`src/rtl/kbt_pkg.sv`:
```
package kbt_pkg;

    localparam int ENTRIES = 16;
    localparam int IDX_W   = (ENTRIES > 1) ? $clog2(ENTRIES) : 1;
    localparam int WORD_W  = 64;

    typedef logic [WORD_W-1:0] word_t;
    typedef logic [1:0]        kind_t;
    typedef logic [IDX_W-1:0]  idx_t;

    localparam kind_t KIND_QUERY  = 2'd0;
    localparam kind_t KIND_CREDIT = 2'd1;
    localparam kind_t KIND_DEBIT  = 2'd2;

    typedef enum logic [1:0] {
        ST_OK           = 2'd0,
        ST_INSUFFICIENT = 2'd1,
        ST_FULL         = 2'd2,
        ST_OVERFLOW     = 2'd3
    } status_t;

    typedef enum logic [1:0] {
        S_IDLE = 2'd0,
        S_SCAN = 2'd1,
        S_EXEC = 2'd2,
        S_RESP = 2'd3
    } state_t;

    typedef struct packed {
        word_t key;
        word_t bal;
    } entry_t;

    localparam int ENTRY_W = $bits(entry_t);

endpackage

```
`src/rtl/kbt_req_if.sv`:
```
interface kbt_req_if;
    logic            valid;
    logic            ready;
    kbt_pkg::kind_t  kind;
    kbt_pkg::word_t  asset_id;
    kbt_pkg::word_t  amount;

    modport source (output valid, output kind, output asset_id, output amount, input ready);
    modport sink   (input valid, input kind, input asset_id, input amount, output ready);
endinterface

```
`src/rtl/kbt_rsp_if.sv`:
```
interface kbt_rsp_if;
    logic            valid;
    logic            ready;
    kbt_pkg::word_t  balance;
    logic [1:0]      status;

    modport source (output valid, output balance, output status, input ready);
    modport sink   (input valid, input balance, input status, output ready);
endinterface

```
`src/rtl/keyed_balance_table_unit.sv`:
```
// The result reaches rsp sooner when its key is found early in the scan (one stored key
//   compared per cycle); a key that is not found is compared against every entry.
// A new item is accepted only while idle, after the previous result has been taken.
// The key scan uses the single RAM read port, and one shared 65-bit add/subtract unit
//   serves every credit and debit.
// Reset (rst_n low, asynchronous): sequencer idle, all entries free. The key/balance
//   RAM is not cleared; an entry's contents are used only after it has been written.
module keyed_balance_table_unit
    import kbt_pkg::*;
(
    input  logic         clk,
    input  logic         rst_n,
    kbt_req_if.sink      req,
    kbt_rsp_if.source    rsp
);

    localparam idx_t LAST_IDX = IDX_W'(ENTRIES - 1);

    // Sequencer and scan control
    state_t              state_reg, state_next;
    idx_t                issue_idx_reg, issue_idx_next;
    logic                issue_act_reg, issue_act_next;
    idx_t                cmp_idx_reg, cmp_idx_next;
    logic                cmp_pend_reg, cmp_pend_next;
    logic                hit_reg, hit_next;
    logic                free_found_reg, free_found_next;
    logic [ENTRIES-1:0]  valid_reg, valid_next;

    // Item payload and scan results
    kind_t               kind_reg, kind_next;
    word_t               key_reg, key_next;
    word_t               amt_reg, amt_next;
    word_t               cur_reg, cur_next;
    idx_t                hit_idx_reg, hit_idx_next;
    idx_t                free_idx_reg, free_idx_next;

    // Result register
    word_t               bal_reg, bal_next;
    status_t             status_reg, status_next;

    // RAM port
    logic                ram_we;
    idx_t                ram_waddr;
    entry_t              ram_wdata;
    logic                ram_re;
    logic [ENTRY_W-1:0]  ram_rdata;
    entry_t              rd_entry;

    // Shared add/subtract unit
    logic                alu_sub;
    logic [WORD_W:0]     alu_sum;
    logic                amt_nz;

    assign rd_entry = entry_t'(ram_rdata);
    assign amt_nz   = (amt_reg != '0);

    // Debit subtracts, everything else adds. Bit WORD_W is the carry on a
    // credit and the borrow (amount above balance) on a debit.
    assign alu_sub = (kind_reg == KIND_DEBIT);
    assign alu_sum = alu_sub ? ({1'b0, cur_reg} - {1'b0, amt_reg})
                             : ({1'b0, cur_reg} + {1'b0, amt_reg});

    kbt_ram #(
        .WIDTH (ENTRY_W),
        .DEPTH (ENTRIES)
    ) u_entry_ram (
        .clk   (clk),
        .we    (ram_we),
        .waddr (ram_waddr),
        .wdata (ram_wdata),
        .re    (ram_re),
        .raddr (issue_idx_reg),
        .rdata (ram_rdata)
    );

    assign req.ready   = (state_reg == S_IDLE);
    assign rsp.valid   = (state_reg == S_RESP);
    assign rsp.balance = bal_reg;
    assign rsp.status  = status_reg;

    always_ff @(posedge clk or negedge rst_n)
    begin
        if (!rst_n)
        begin
            state_reg      <= S_IDLE;
            issue_act_reg  <= 1'b0;
            cmp_pend_reg   <= 1'b0;
            hit_reg        <= 1'b0;
            free_found_reg <= 1'b0;
            valid_reg      <= '0;
        end
        else
        begin
            state_reg      <= state_next;
            issue_act_reg  <= issue_act_next;
            cmp_pend_reg   <= cmp_pend_next;
            hit_reg        <= hit_next;
            free_found_reg <= free_found_next;
            valid_reg      <= valid_next;
        end
    end

    always_ff @(posedge clk)
    begin
        issue_idx_reg <= issue_idx_next;
        cmp_idx_reg   <= cmp_idx_next;
        kind_reg      <= kind_next;
        key_reg       <= key_next;
        amt_reg       <= amt_next;
        cur_reg       <= cur_next;
        hit_idx_reg   <= hit_idx_next;
        free_idx_reg  <= free_idx_next;
        bal_reg       <= bal_next;
        status_reg    <= status_next;
    end

    always_comb
    begin
        state_next      = state_reg;
        issue_idx_next  = issue_idx_reg;
        issue_act_next  = issue_act_reg;
        cmp_idx_next    = cmp_idx_reg;
        cmp_pend_next   = cmp_pend_reg;
        hit_next        = hit_reg;
        free_found_next = free_found_reg;
        valid_next      = valid_reg;
        kind_next       = kind_reg;
        key_next        = key_reg;
        amt_next        = amt_reg;
        cur_next        = cur_reg;
        hit_idx_next    = hit_idx_reg;
        free_idx_next   = free_idx_reg;
        bal_next        = bal_reg;
        status_next     = status_reg;
        ram_we          = 1'b0;
        ram_waddr       = hit_idx_reg;
        ram_wdata       = '{key: key_reg, bal: alu_sum[WORD_W-1:0]};
        ram_re          = 1'b0;

        case (state_reg)
            S_IDLE:
            begin
                // Capture the item and start the scan at entry zero.
                if (req.valid)
                begin
                    kind_next       = req.kind;
                    key_next        = req.asset_id;
                    amt_next        = req.amount;
                    cur_next        = '0;
                    issue_idx_next  = '0;
                    issue_act_next  = 1'b1;
                    cmp_pend_next   = 1'b0;
                    hit_next        = 1'b0;
                    free_found_next = 1'b0;
                    state_next      = S_SCAN;
                end
            end

            S_SCAN:
            begin
                // Read stage: issue one RAM read per cycle.
                ram_re        = issue_act_reg;
                cmp_pend_next = issue_act_reg;
                cmp_idx_next  = issue_idx_reg;
                if (issue_act_reg)
                begin
                    if (issue_idx_reg == LAST_IDX)
                    begin
                        issue_act_next = 1'b0;
                    end
                    else
                    begin
                        issue_idx_next = issue_idx_reg + 1'b1;
                    end
                end

                // Compare stage: check the entry read last cycle; track the lowest free one.
                if (cmp_pend_reg)
                begin
                    if (valid_reg[cmp_idx_reg] && (rd_entry.key == key_reg))
                    begin
                        hit_next     = 1'b1;
                        hit_idx_next = cmp_idx_reg;
                        cur_next     = rd_entry.bal;
                        state_next   = S_EXEC;
                    end
                    else
                    begin
                        if (!valid_reg[cmp_idx_reg] && !free_found_reg)
                        begin
                            free_found_next = 1'b1;
                            free_idx_next   = cmp_idx_reg;
                        end
                        if (cmp_idx_reg == LAST_IDX)
                        begin
                            state_next = S_EXEC;
                        end
                    end
                end
            end

            S_EXEC:
            begin
                bal_next    = cur_reg;
                status_next = ST_OK;
                if ((kind_reg == KIND_CREDIT) && amt_nz)
                begin
                    if (hit_reg)
                    begin
                        if (alu_sum[WORD_W])
                        begin
                            status_next = ST_OVERFLOW;
                        end
                        else
                        begin
                            ram_we   = 1'b1;
                            bal_next = alu_sum[WORD_W-1:0];
                        end
                    end
                    else if (free_found_reg)
                    begin
                        // Take the lowest free entry; with no prior balance the sum is the amount.
                        ram_we                   = 1'b1;
                        ram_waddr                = free_idx_reg;
                        valid_next[free_idx_reg] = 1'b1;
                        bal_next                 = alu_sum[WORD_W-1:0];
                    end
                    else
                    begin
                        status_next = ST_FULL;
                    end
                end
                else if ((kind_reg == KIND_DEBIT) && amt_nz)
                begin
                    if (!hit_reg || alu_sum[WORD_W])
                    begin
                        status_next = ST_INSUFFICIENT;
                    end
                    else
                    begin
                        ram_we   = 1'b1;
                        bal_next = alu_sum[WORD_W-1:0];
                        // Free the entry once it is drained.
                        if (alu_sum[WORD_W-1:0] == '0)
                        begin
                            valid_next[hit_idx_reg] = 1'b0;
                        end
                    end
                end
                state_next = S_RESP;
            end

            S_RESP:
            begin
                // Hold the result until the sink takes it.
                if (rsp.ready)
                begin
                    state_next = S_IDLE;
                end
            end

            default:
            begin
                state_next = S_IDLE;
            end
        endcase
    end

`ifndef ASSERT_OFF
    a_valid_only_in_exec: assert property (@(posedge clk) disable iff (!rst_n)
        (state_reg != S_EXEC) |=> $stable(valid_reg))
        else $error("entry valid bits changed outside the update step");

    a_hit_is_valid: assert property (@(posedge clk) disable iff (!rst_n)
        (state_reg == S_EXEC && hit_reg) |-> valid_reg[hit_idx_reg])
        else $error("matched entry is not valid");

    a_hit_nonzero: assert property (@(posedge clk) disable iff (!rst_n)
        (state_reg == S_EXEC && hit_reg) |-> (cur_reg != '0))
        else $error("valid entry holds a zero balance");

    a_free_is_free: assert property (@(posedge clk) disable iff (!rst_n)
        (state_reg == S_EXEC && !hit_reg && free_found_reg) |-> !valid_reg[free_idx_reg])
        else $error("chosen free entry is already taken");

    a_exec_to_resp: assert property (@(posedge clk) disable iff (!rst_n)
        (state_reg == S_EXEC) |=> (state_reg == S_RESP))
        else $error("update step not followed by result");
`endif

endmodule

```
`src/rtl/kbt_ram.sv`:
```
module kbt_ram #(
    parameter int WIDTH = 8,
    parameter int DEPTH = 16
) (
    input  logic                                        clk,
    input  logic                                        we,
    input  logic [((DEPTH > 1) ? $clog2(DEPTH) : 1)-1:0] waddr,
    input  logic [WIDTH-1:0]                            wdata,
    input  logic                                        re,
    input  logic [((DEPTH > 1) ? $clog2(DEPTH) : 1)-1:0] raddr,
    output logic [WIDTH-1:0]                            rdata
);

    logic [WIDTH-1:0] mem_reg [DEPTH];
    logic [WIDTH-1:0] rdata_reg;

    always_ff @(posedge clk)
    begin
        if (we)
        begin
            mem_reg[waddr] <= wdata;
        end
        if (re)
        begin
            rdata_reg <= mem_reg[raddr];
        end
    end

    assign rdata = rdata_reg;

endmodule

```
`src/flat_wrapper.sv`:
```
// flat-port wrapper written by rule: the top's interface ports become plain ports
module keyed_balance_table_unit_flat import kbt_pkg::*;
  (clk, rst_n, req_valid, req_kind, req_asset_id, req_amount, req_ready, rsp_valid, rsp_balance, rsp_status, rsp_ready);
  kbt_req_if req_i ();
  kbt_rsp_if rsp_i ();
  input  logic clk;
  input  logic rst_n;
  input wire logic [$bits(req_i.valid)-1:0] req_valid;
  input wire logic [$bits(req_i.kind)-1:0] req_kind;
  input wire logic [$bits(req_i.asset_id)-1:0] req_asset_id;
  input wire logic [$bits(req_i.amount)-1:0] req_amount;
  output wire logic [$bits(req_i.ready)-1:0] req_ready;
  output wire logic [$bits(rsp_i.valid)-1:0] rsp_valid;
  output wire logic [$bits(rsp_i.balance)-1:0] rsp_balance;
  output wire logic [$bits(rsp_i.status)-1:0] rsp_status;
  input wire logic [$bits(rsp_i.ready)-1:0] rsp_ready;
  assign req_i.valid = req_valid;
  assign req_i.kind = req_kind;
  assign req_i.asset_id = req_asset_id;
  assign req_i.amount = req_amount;
  assign req_ready = req_i.ready;
  assign rsp_valid = rsp_i.valid;
  assign rsp_balance = rsp_i.balance;
  assign rsp_status = rsp_i.status;
  assign rsp_i.ready = rsp_ready;
  keyed_balance_table_unit u_core (.clk(clk), .rst_n(rst_n), .req(req_i), .rsp(rsp_i));
endmodule
```
`config.mk`:
```
export PLATFORM = sky130hd
export DESIGN_NAME = keyed_balance_table_unit_flat
export DESIGN_NICKNAME = d
export VERILOG_FILES = /design/src/rtl/kbt_pkg.sv /design/src/rtl/kbt_req_if.sv /design/src/rtl/kbt_rsp_if.sv /design/src/rtl/keyed_balance_table_unit.sv /design/src/rtl/kbt_ram.sv /design/src/flat_wrapper.sv
export SDC_FILE = /design/constraint.sdc
export NUM_CORES = 2
export LEC_CHECK = 0
export ABC_CLOCK_PERIOD_IN_PS = 13570
export BUFFER_PORTS_ARGS = -buffer_cell sky130_fd_sc_hd__buf_2
export CAP_MARGIN = 15
export CORE_ASPECT_RATIO = 1.2
export CORE_MARGIN = 1
export CORE_UTILIZATION = 25
export CTS_BUF_LIST = sky130_fd_sc_hd__clkbuf_8
export DETAILED_ROUTE_END_ITERATION = 8
export PLACE_DENSITY_LB_ADDON = 0.15
export SLEW_MARGIN = 20
export SYNTH_ARGS = -nofsm -noshare
export SYNTH_HDL_FRONTEND = slang
export SYNTH_SLANG_ARGS = --single-unit
```
`constraint.sdc`:
```
create_clock -name clk -period 13.57 [get_ports clk]
set_input_delay 2.714 -clock clk [delete_from_list [all_inputs] [get_ports clk]]
set_output_delay 2.714 -clock clk [all_outputs]
set_load 0.05 [all_outputs]
```
Yosys cells after proc, flatten, opt, wreduce, memory -nomap -nowiden
Memories as Yosys holds them, arrays and structs flattened. A register that Yosys moved wholly into a read port is not among the register bits.
Index checks and enable logic that the tools add are counted.
{"block": "totals", "register_bits": 298, "ram_bits": 2048, "in_bits": 134, "n_memories": 1}
{"block": "op_classes", "n_addsub": 3, "n_lt_le_gt_ge": 5, "eq_ne": 20, "n_mux": 66, "bitwise": 4, "reduce_logical": 25}
{"name": "u_core.u_entry_ram.mem_reg", "depth": 16, "width": 128, "rd": 1, "rd_ports_with_merged_regs": 1, "write_ports": 1, "line_no": "kbt_ram.sv:14", "source": "logic [WIDTH-1:0] mem_reg [DEPTH];"}
{"operator": "64-bit 2-to-1 mux", "count": 9}
{"operator": "64-bit case mux with 2 select lines", "count": 1}
{"operator": "16-bit 2-to-1 mux", "count": 6}
{"operator": "64-bit by 64-bit adder with 65-bit output", "count": 1}
{"operator": "65-bit 2-to-1 mux", "count": 1}
{"operator": "64-bit by 64-bit subtractor with 65-bit output", "count": 1}
{"operator": "64-bit == test", "count": 1}
{"operator": "64-bit logical NOT", "count": 1}
{"operator": "64-bit nonzero test", "count": 1}
{"operator": "4-bit 2-to-1 mux", "count": 7}
{"operator": "1-bit 2-to-1 mux", "count": 23}
{"operator": "2-bit 2-to-1 mux", "count": 10}
{"operator": "16-bit bitwise AND", "count": 1}
{"operator": "16-bit NOT", "count": 1}
{"operator": "16-bit bitwise OR", "count": 1}
{"operator": "4-bit AND reduction", "count": 4}
{"operator": "4-bit by 5-bit < comparator with 1-bit output (second input constant)", "count": 3}
{"operator": "2-bit by 1-bit != test with 1-bit output (second input constant)", "count": 7}
{"operator": "1-bit demux with 4-bit select", "count": 2}
{"operator": "4-bit == test (second input constant)", "count": 2}
{"operator": "4-bit by 1-bit greater-or-equal comparator with 1-bit output (second input constant)", "count": 2}
{"operator": "2-bit != test (second input constant)", "count": 4}
{"operator": "1-bit case mux with 2 select lines", "count": 4}
{"operator": "2-bit case mux with 4 select lines", "count": 1}
{"operator": "16 further kinds", "count": 29}

Logic depth before layout (Yosys ltp)
{"block": "depth", "word_depth": 10, "depth_mapped": 27, "depth_no_buf": 23}

Hierarchy
A second synthesis with hierarchy kept.
{"block": "hier_totals", "cells_unflattened": 5003, "hier_area_um2": 98723.4}
{"module": "kbt_ram", "instances": 1, "cells_each": 3365, "area_per_inst_um2": 80612.3, "seq_area_each_um2": 65342.7}
{"module": "keyed_balance_table_unit", "instances": 1, "cells_each": 1638, "area_per_inst_um2": 18111.1, "seq_area_each_um2": 8838.5}

Worst setup path after synthesis
No wires, ideal clock.
{"block": "synth_path", "kind": "flip-flop to flip-flop", "startpoint": "register u_core.amt_reg[3]", "endpoint": "memory u_core.u_entry_ram.mem_reg[9][0] (netlist name), enable pin", "setup_time_ns": 0.772, "arrival_time_ns": 13.933, "path_slack_ns": -1.135, "path_stages_with_launch": 25, "n_path_buf": 3, "synth_period_minus_slack_ns": 14.705, "path_cell_list": "edfxtp_1 > nor3_1 > nand3_1 > or4b_1 > or3_1 > clkbuf_1 > nor4b_2 > nand2_1 > nor3_1 > nand2_1 > nor3_1 > nor2_1 > xnor2_1 > ha_1 > clkbuf_1 > nand4_1 > nor2_1 > nand2_1 > a2111oi_2 > nor2_1 > o21ai_2 > mux2i_1 > o21ai_2 > clkbuf_1 > nor3_1"}
{"block": "synth_via", "elab_chain_cells": 9}
{"item": "start, declared", "line_no": "keyed_balance_table_unit.sv:32", "source": "word_t amt_reg, amt_next;"}
{"item": "start signal, assigned", "line_no": "keyed_balance_table_unit.sv:109", "source": "amt_reg <= amt_next;"}
{"item": "64-bit by 64-bit adder with 65-bit output / 64-bit by 64-bit subtractor with 65-bit output (equally long branches)", "line_no": "keyed_balance_table_unit.sv:61, keyed_balance_table_unit.sv:60"}
{"item": "65-bit 2-to-1 mux", "line_no": "keyed_balance_table_unit.sv:60", "source": "assign alu_sum = alu_sub ? ({1'b0, cur_reg} - {1'b0, amt_reg})"}
{"item": "1-bit logical OR", "line_no": "keyed_balance_table_unit.sv:235", "source": "if (!hit_reg || alu_sum[WORD_W])"}
{"item": "1-bit 2-to-1 mux", "line_no": "keyed_balance_table_unit.sv:235"}
{"item": "1-bit 2-to-1 mux", "line_no": "keyed_balance_table_unit.sv:233", "source": "else if ((kind_reg == KIND_DEBIT) && amt_nz)"}
{"item": "1-bit 2-to-1 mux", "line_no": "keyed_balance_table_unit.sv:206", "source": "if ((kind_reg == KIND_CREDIT) && amt_nz)"}
{"item": "1-bit 2-to-1 mux", "line_no": "keyed_balance_table_unit.sv:140", "source": "case (state_reg)"}
{"item": "1-bit 2-to-1 mux", "line_no": "kbt_ram.sv:19", "source": "if (we)"}
{"item": "1-bit 2-to-1 mux (implied by the code)", "line_no": "kbt_ram.sv:21", "source": "mem_reg[waddr] <= wdata;"}
{"item": "end, declared", "line_no": "kbt_ram.sv:14"}
Several ways; a longest one is shown, not always the timed one.

Worst setup path after layout
{"block": "layout_path", "startpoint": "register u_core.amt_reg[3]", "endpoint": "memory u_core.u_entry_ram.mem_reg[14][36] (netlist name), enable pin"}
Same word-level chain as after synthesis.

==> results.toml <==
[setup_path]
max_stage_delay_ns = 0.93
required_ns = 14.21
cp.buffers_inverters = 3
worstSetupPathType = "reg2reg"
crit_path_top_delay_cell = "buf_4"
r2r_setup_slack_ns = 4.50
crit_path_end_kind = "flip-flop"
path_delay_family = "simple AND/OR/NAND/NOR gates"
cp.arrival_ns = 9.71
start_kind = "flip-flop"
crit_chain = "nor3_1 > nand3_1 > or4b_1 > or3_1 > nor4b_2 > nand2_1 > nor3_1 > nand2_1 > nor3_1 > nor2_1 > xnor2_1 > ha_1 > nand4_1 > nor2_1 > nand2_1 > a2111oi_2 > nor2_1 > o21ai_2 > mux2i_1 > o21ai_4 > buf_4 > nor3_2 > buf_4 > buf_4"
timing.rr.start = "u_core.amt_reg[3]"
path_depth = 24
r2r-end = "u_core.u_entry_ram.mem_reg[14][36]"
crit_fanout = 48
reg2reg_depth = 24

[yosys]
syn-num-nets = 4820
synth_seq_area_share_pct = 75.62
synth_area_sq_um = 98100
ys_warn_count = 0
synth_mux_area_share_pct = 15.59
synth_top_family_by_area = "multiplexers"
synth_xor_area_share_pct = 1.615
synth_compound_area_share_pct = 2.270
synth_top_area_cell = "edfxtp_1"
synth_area_leaders = "edfxtp_1 75%, mux4_2 15%, xor2_1 0.92%, ha_1 0.89%, a21oi_1 0.72%"
synth_simple_gate_area_share_pct = 2.973
ys_ff_latch = 2474
synth-edff-count = 2452
ys_types = 77
synth_ff_type = "edfxtp_1"
async_reset_ff_share_pct = 0.8892
synth.top_cell.area_share_pct = 75.06
synthAdderAreaFrac_pct = 0.9133
synth.avg_cell_area_sq_um = 21.26
syn_inst = 4615

[clock_tree]
clk_pin_slew_ns = 0.06
htreeDepth = 5
cts_tree = "yes"
worstSkewPairLatency_ns = 1.09
cts_sinks = 2474
cts.hold.buffers_added = 0
cts_buffers = 439
cts.path.max_buffers = 4
root_buffer = "clkbuf_8"
cts.repair.resized = 0
post_cts_buffers = 0

[final_layout]
area_delta_synth_final_pct = 16.90
nNetsFinal = 5407
largest_reg_flops = 2048
drive_gt1_share_pct = 29.01
layout_common_cells = "2,452 x edfxtp_1, 645 x mux4_2, 453 x clkbuf_8"
final_common_cell = "edfxtp_1"

[global_route]
grt_start_max_net_pins = 117
grt-ovfl-total = 0
antenna_found_initial = 47
grt_pass1_wl_microns = 413300
track_usage_pct = 14.65
grt_pass1_vias = 52730

[route]
first_pass_iters = 5
num_vias = 49050
drt_iter0_markers = 3564
routed_wl_microns = 294000
avgRoutedWirePerCell_microns = 27.23
viasPerCell = 4.544
remaining_drc_errors = 0
ant_nets = 0

[timing]
slew_viol_final = 0
final-setup-viol-count = 0
rsz0062_at_grt = "false"
period_share_pct = 66.85
timing.final.crit_period_ns = 9.072
skew_ns = 0.09850
finalHoldViolCount = 0
relSlewSlack_pct = 28.13
setup_ws_ns = 4.498
worst_pin_slew_ns = 1.078
fmax_mhz = 110.2

[min_path]
holdPathEnd = "u_core.cur_reg[62]"
worstHoldPathCells = 1
min_from = "u_core.u_entry_ram.rdata[62]"
min_path_type = "reg2reg"

[pwr]
p_leak_nw = 36.06
finalPower_mw = 27.66
powerDensity_nw_per_um2 = 241.2
ir_drop_v = 0.0002171

[floorplanning]
ios = 202
die_h_microns = 688.2
die_w_microns = 573.8
rows = 251
fp.dieArea_sq_um = 394900
core_area_sq_um = 390100
start_util_pct = 25.15

[job]
cap_violations = 0

[outcome]
status = "finished, final reports clean"

[placement]
pre_cts_slack_ns = 4.286
hpwl_microns = 173800
place_congestion = 0.8480
io_buffers = 201
cells in the mapped netlist (10+ instances only):
| master | count |
|---|---|
| and3_1 | 11 |
| xnor2_1 | 76 |
| nand2b_1 | 13 |
| buf_1 | 50 |
| ha_1 | 70 |
| nand4_1 | 44 |
| a221oi_1 | 11 |
| a211oi_1 | 10 |
| o21ai_0 | 57 |
| nor3_1 | 63 |
| mux4_2 | 645 |
| a21o_1 | 18 |
| a21oi_1 | 142 |
| o21a_1 | 10 |
| a31oi_1 | 28 |
| o31ai_1 | 12 |
| nand2_1 | 104 |
| edfxtp_1 | 2452 |
| nand3_1 | 26 |
| xor2_1 | 103 |
| o21ai_1 | 18 |
| nor2b_1 | 14 |
| mux2_1 | 62 |
| nor4_1 | 36 |
| buf_2 | 17 |
| nor2_1 | 120 |
| clkbuf_1 | 152 |
| inv_1 | 32 |
| dfrtp_1 | 22 |
| or3_1 | 12 |
| and2_1 | 77 |
where the power goes:
group          leakage, nW  internal, mW  switching (mW)  total, mW
Sequential            22.5          10.9           0.453       11.4
Combinational         8.91          3.21            6.55       9.76
Clock                 4.65          3.37            3.18       6.55
Total                 36.1          17.5            10.2       27.7
stage by stage:
step                      setup TNS, ns  hold slack, ns  instance area (sq um)  instances  utilization [%]
final                                 0          0.5223                 114700      10800            29.40
after global routing                  0          0.5322                 114600      10760            29.37
after CTS                             0          0.5191                 114600      10760            29.37
after detailed placement              0          0.5126                 106400       9947            27.27
after global placement                0          0.4969                 106400       9947            27.27
after floorplan                -2284.88          0.4244                  98100       4615                -
final cells by class:
| type | count | area, sq um |
|---|---|---|
| Multi-Input combinational cell | 1887 | 23170 |
| Inverter | 32 | 127.6 |
| Fill cell | 38400 | 275400 |
| Tap cell | 5186 | 6489 |
| Antenna cell | 39 | 97.59 |
| Sequential cell | 2474 | 74180 |
| Clock inverter | 356 | 1949 |
| Timing Repair Buffer | 368 | 2422 |
| Clock buffer | 453 | 6235 |
routing by layer:
layer | vias to the layer above | global-route usage [%] | routed length (microns) | part of all wire (%)
met2 | 1415 | 24.64 | 142700 | 49
met1 | 26500 | 19.76 | 130000 | 44
met3 | 471 | 2.150 | 14210 | 4.8
li1 | 20660 | - | - | -
met5 | - | 0 | 53 | 0.018
met4 | 8 | 3.854 | 7025 | 2.4
how the worst max path moves through the flow:
stage                      start                                  to  slack, ns
2_1_floorplan  u_core.amt_reg[3]    u_core.u_entry_ram.mem_reg[9][0]      -1.13
3_3_place_gp   u_core.amt_reg[3]  u_core.u_entry_ram.mem_reg[9][120]       4.35
3_5_place_dp   u_core.amt_reg[3]  u_core.u_entry_ram.mem_reg[14][46]       4.29
4_1_cts        u_core.amt_reg[3]  u_core.u_entry_ram.mem_reg[14][36]       4.26
5_1_grt        u_core.amt_reg[3]  u_core.u_entry_ram.mem_reg[14][36]       3.73
6_report       u_core.amt_reg[3]  u_core.u_entry_ram.mem_reg[14][36]       4.50
cells by family after synthesis:
logic type	Yosys count
AO/OA/AOI/OAI	363
XOR/XNOR	180
adder cells (fa/ha/maj)	71
buffers and inverters	254
flip-flops	2474
multiplexers	714
AND/OR/NAND/NOR	559
worst reg2reg max path: cells and delay by family, from the launching register on:
| kind | cells | cell delay, ns |
|---|---|---|
| AND/OR/NAND/NOR | 15 | 4.48 |
| buffers and inverters | 3 | 1.91 |
| AO/OA/AOI/OAI | 3 | 0.89 |
| adder cells (fa/ha/maj) | 1 | 0.43 |
| flip-flops | 1 | 0.42 |
| multiplexers | 1 | 0.33 |
| XOR/XNOR | 1 | 0.17 |
Power figures use the tool's default switching activity.
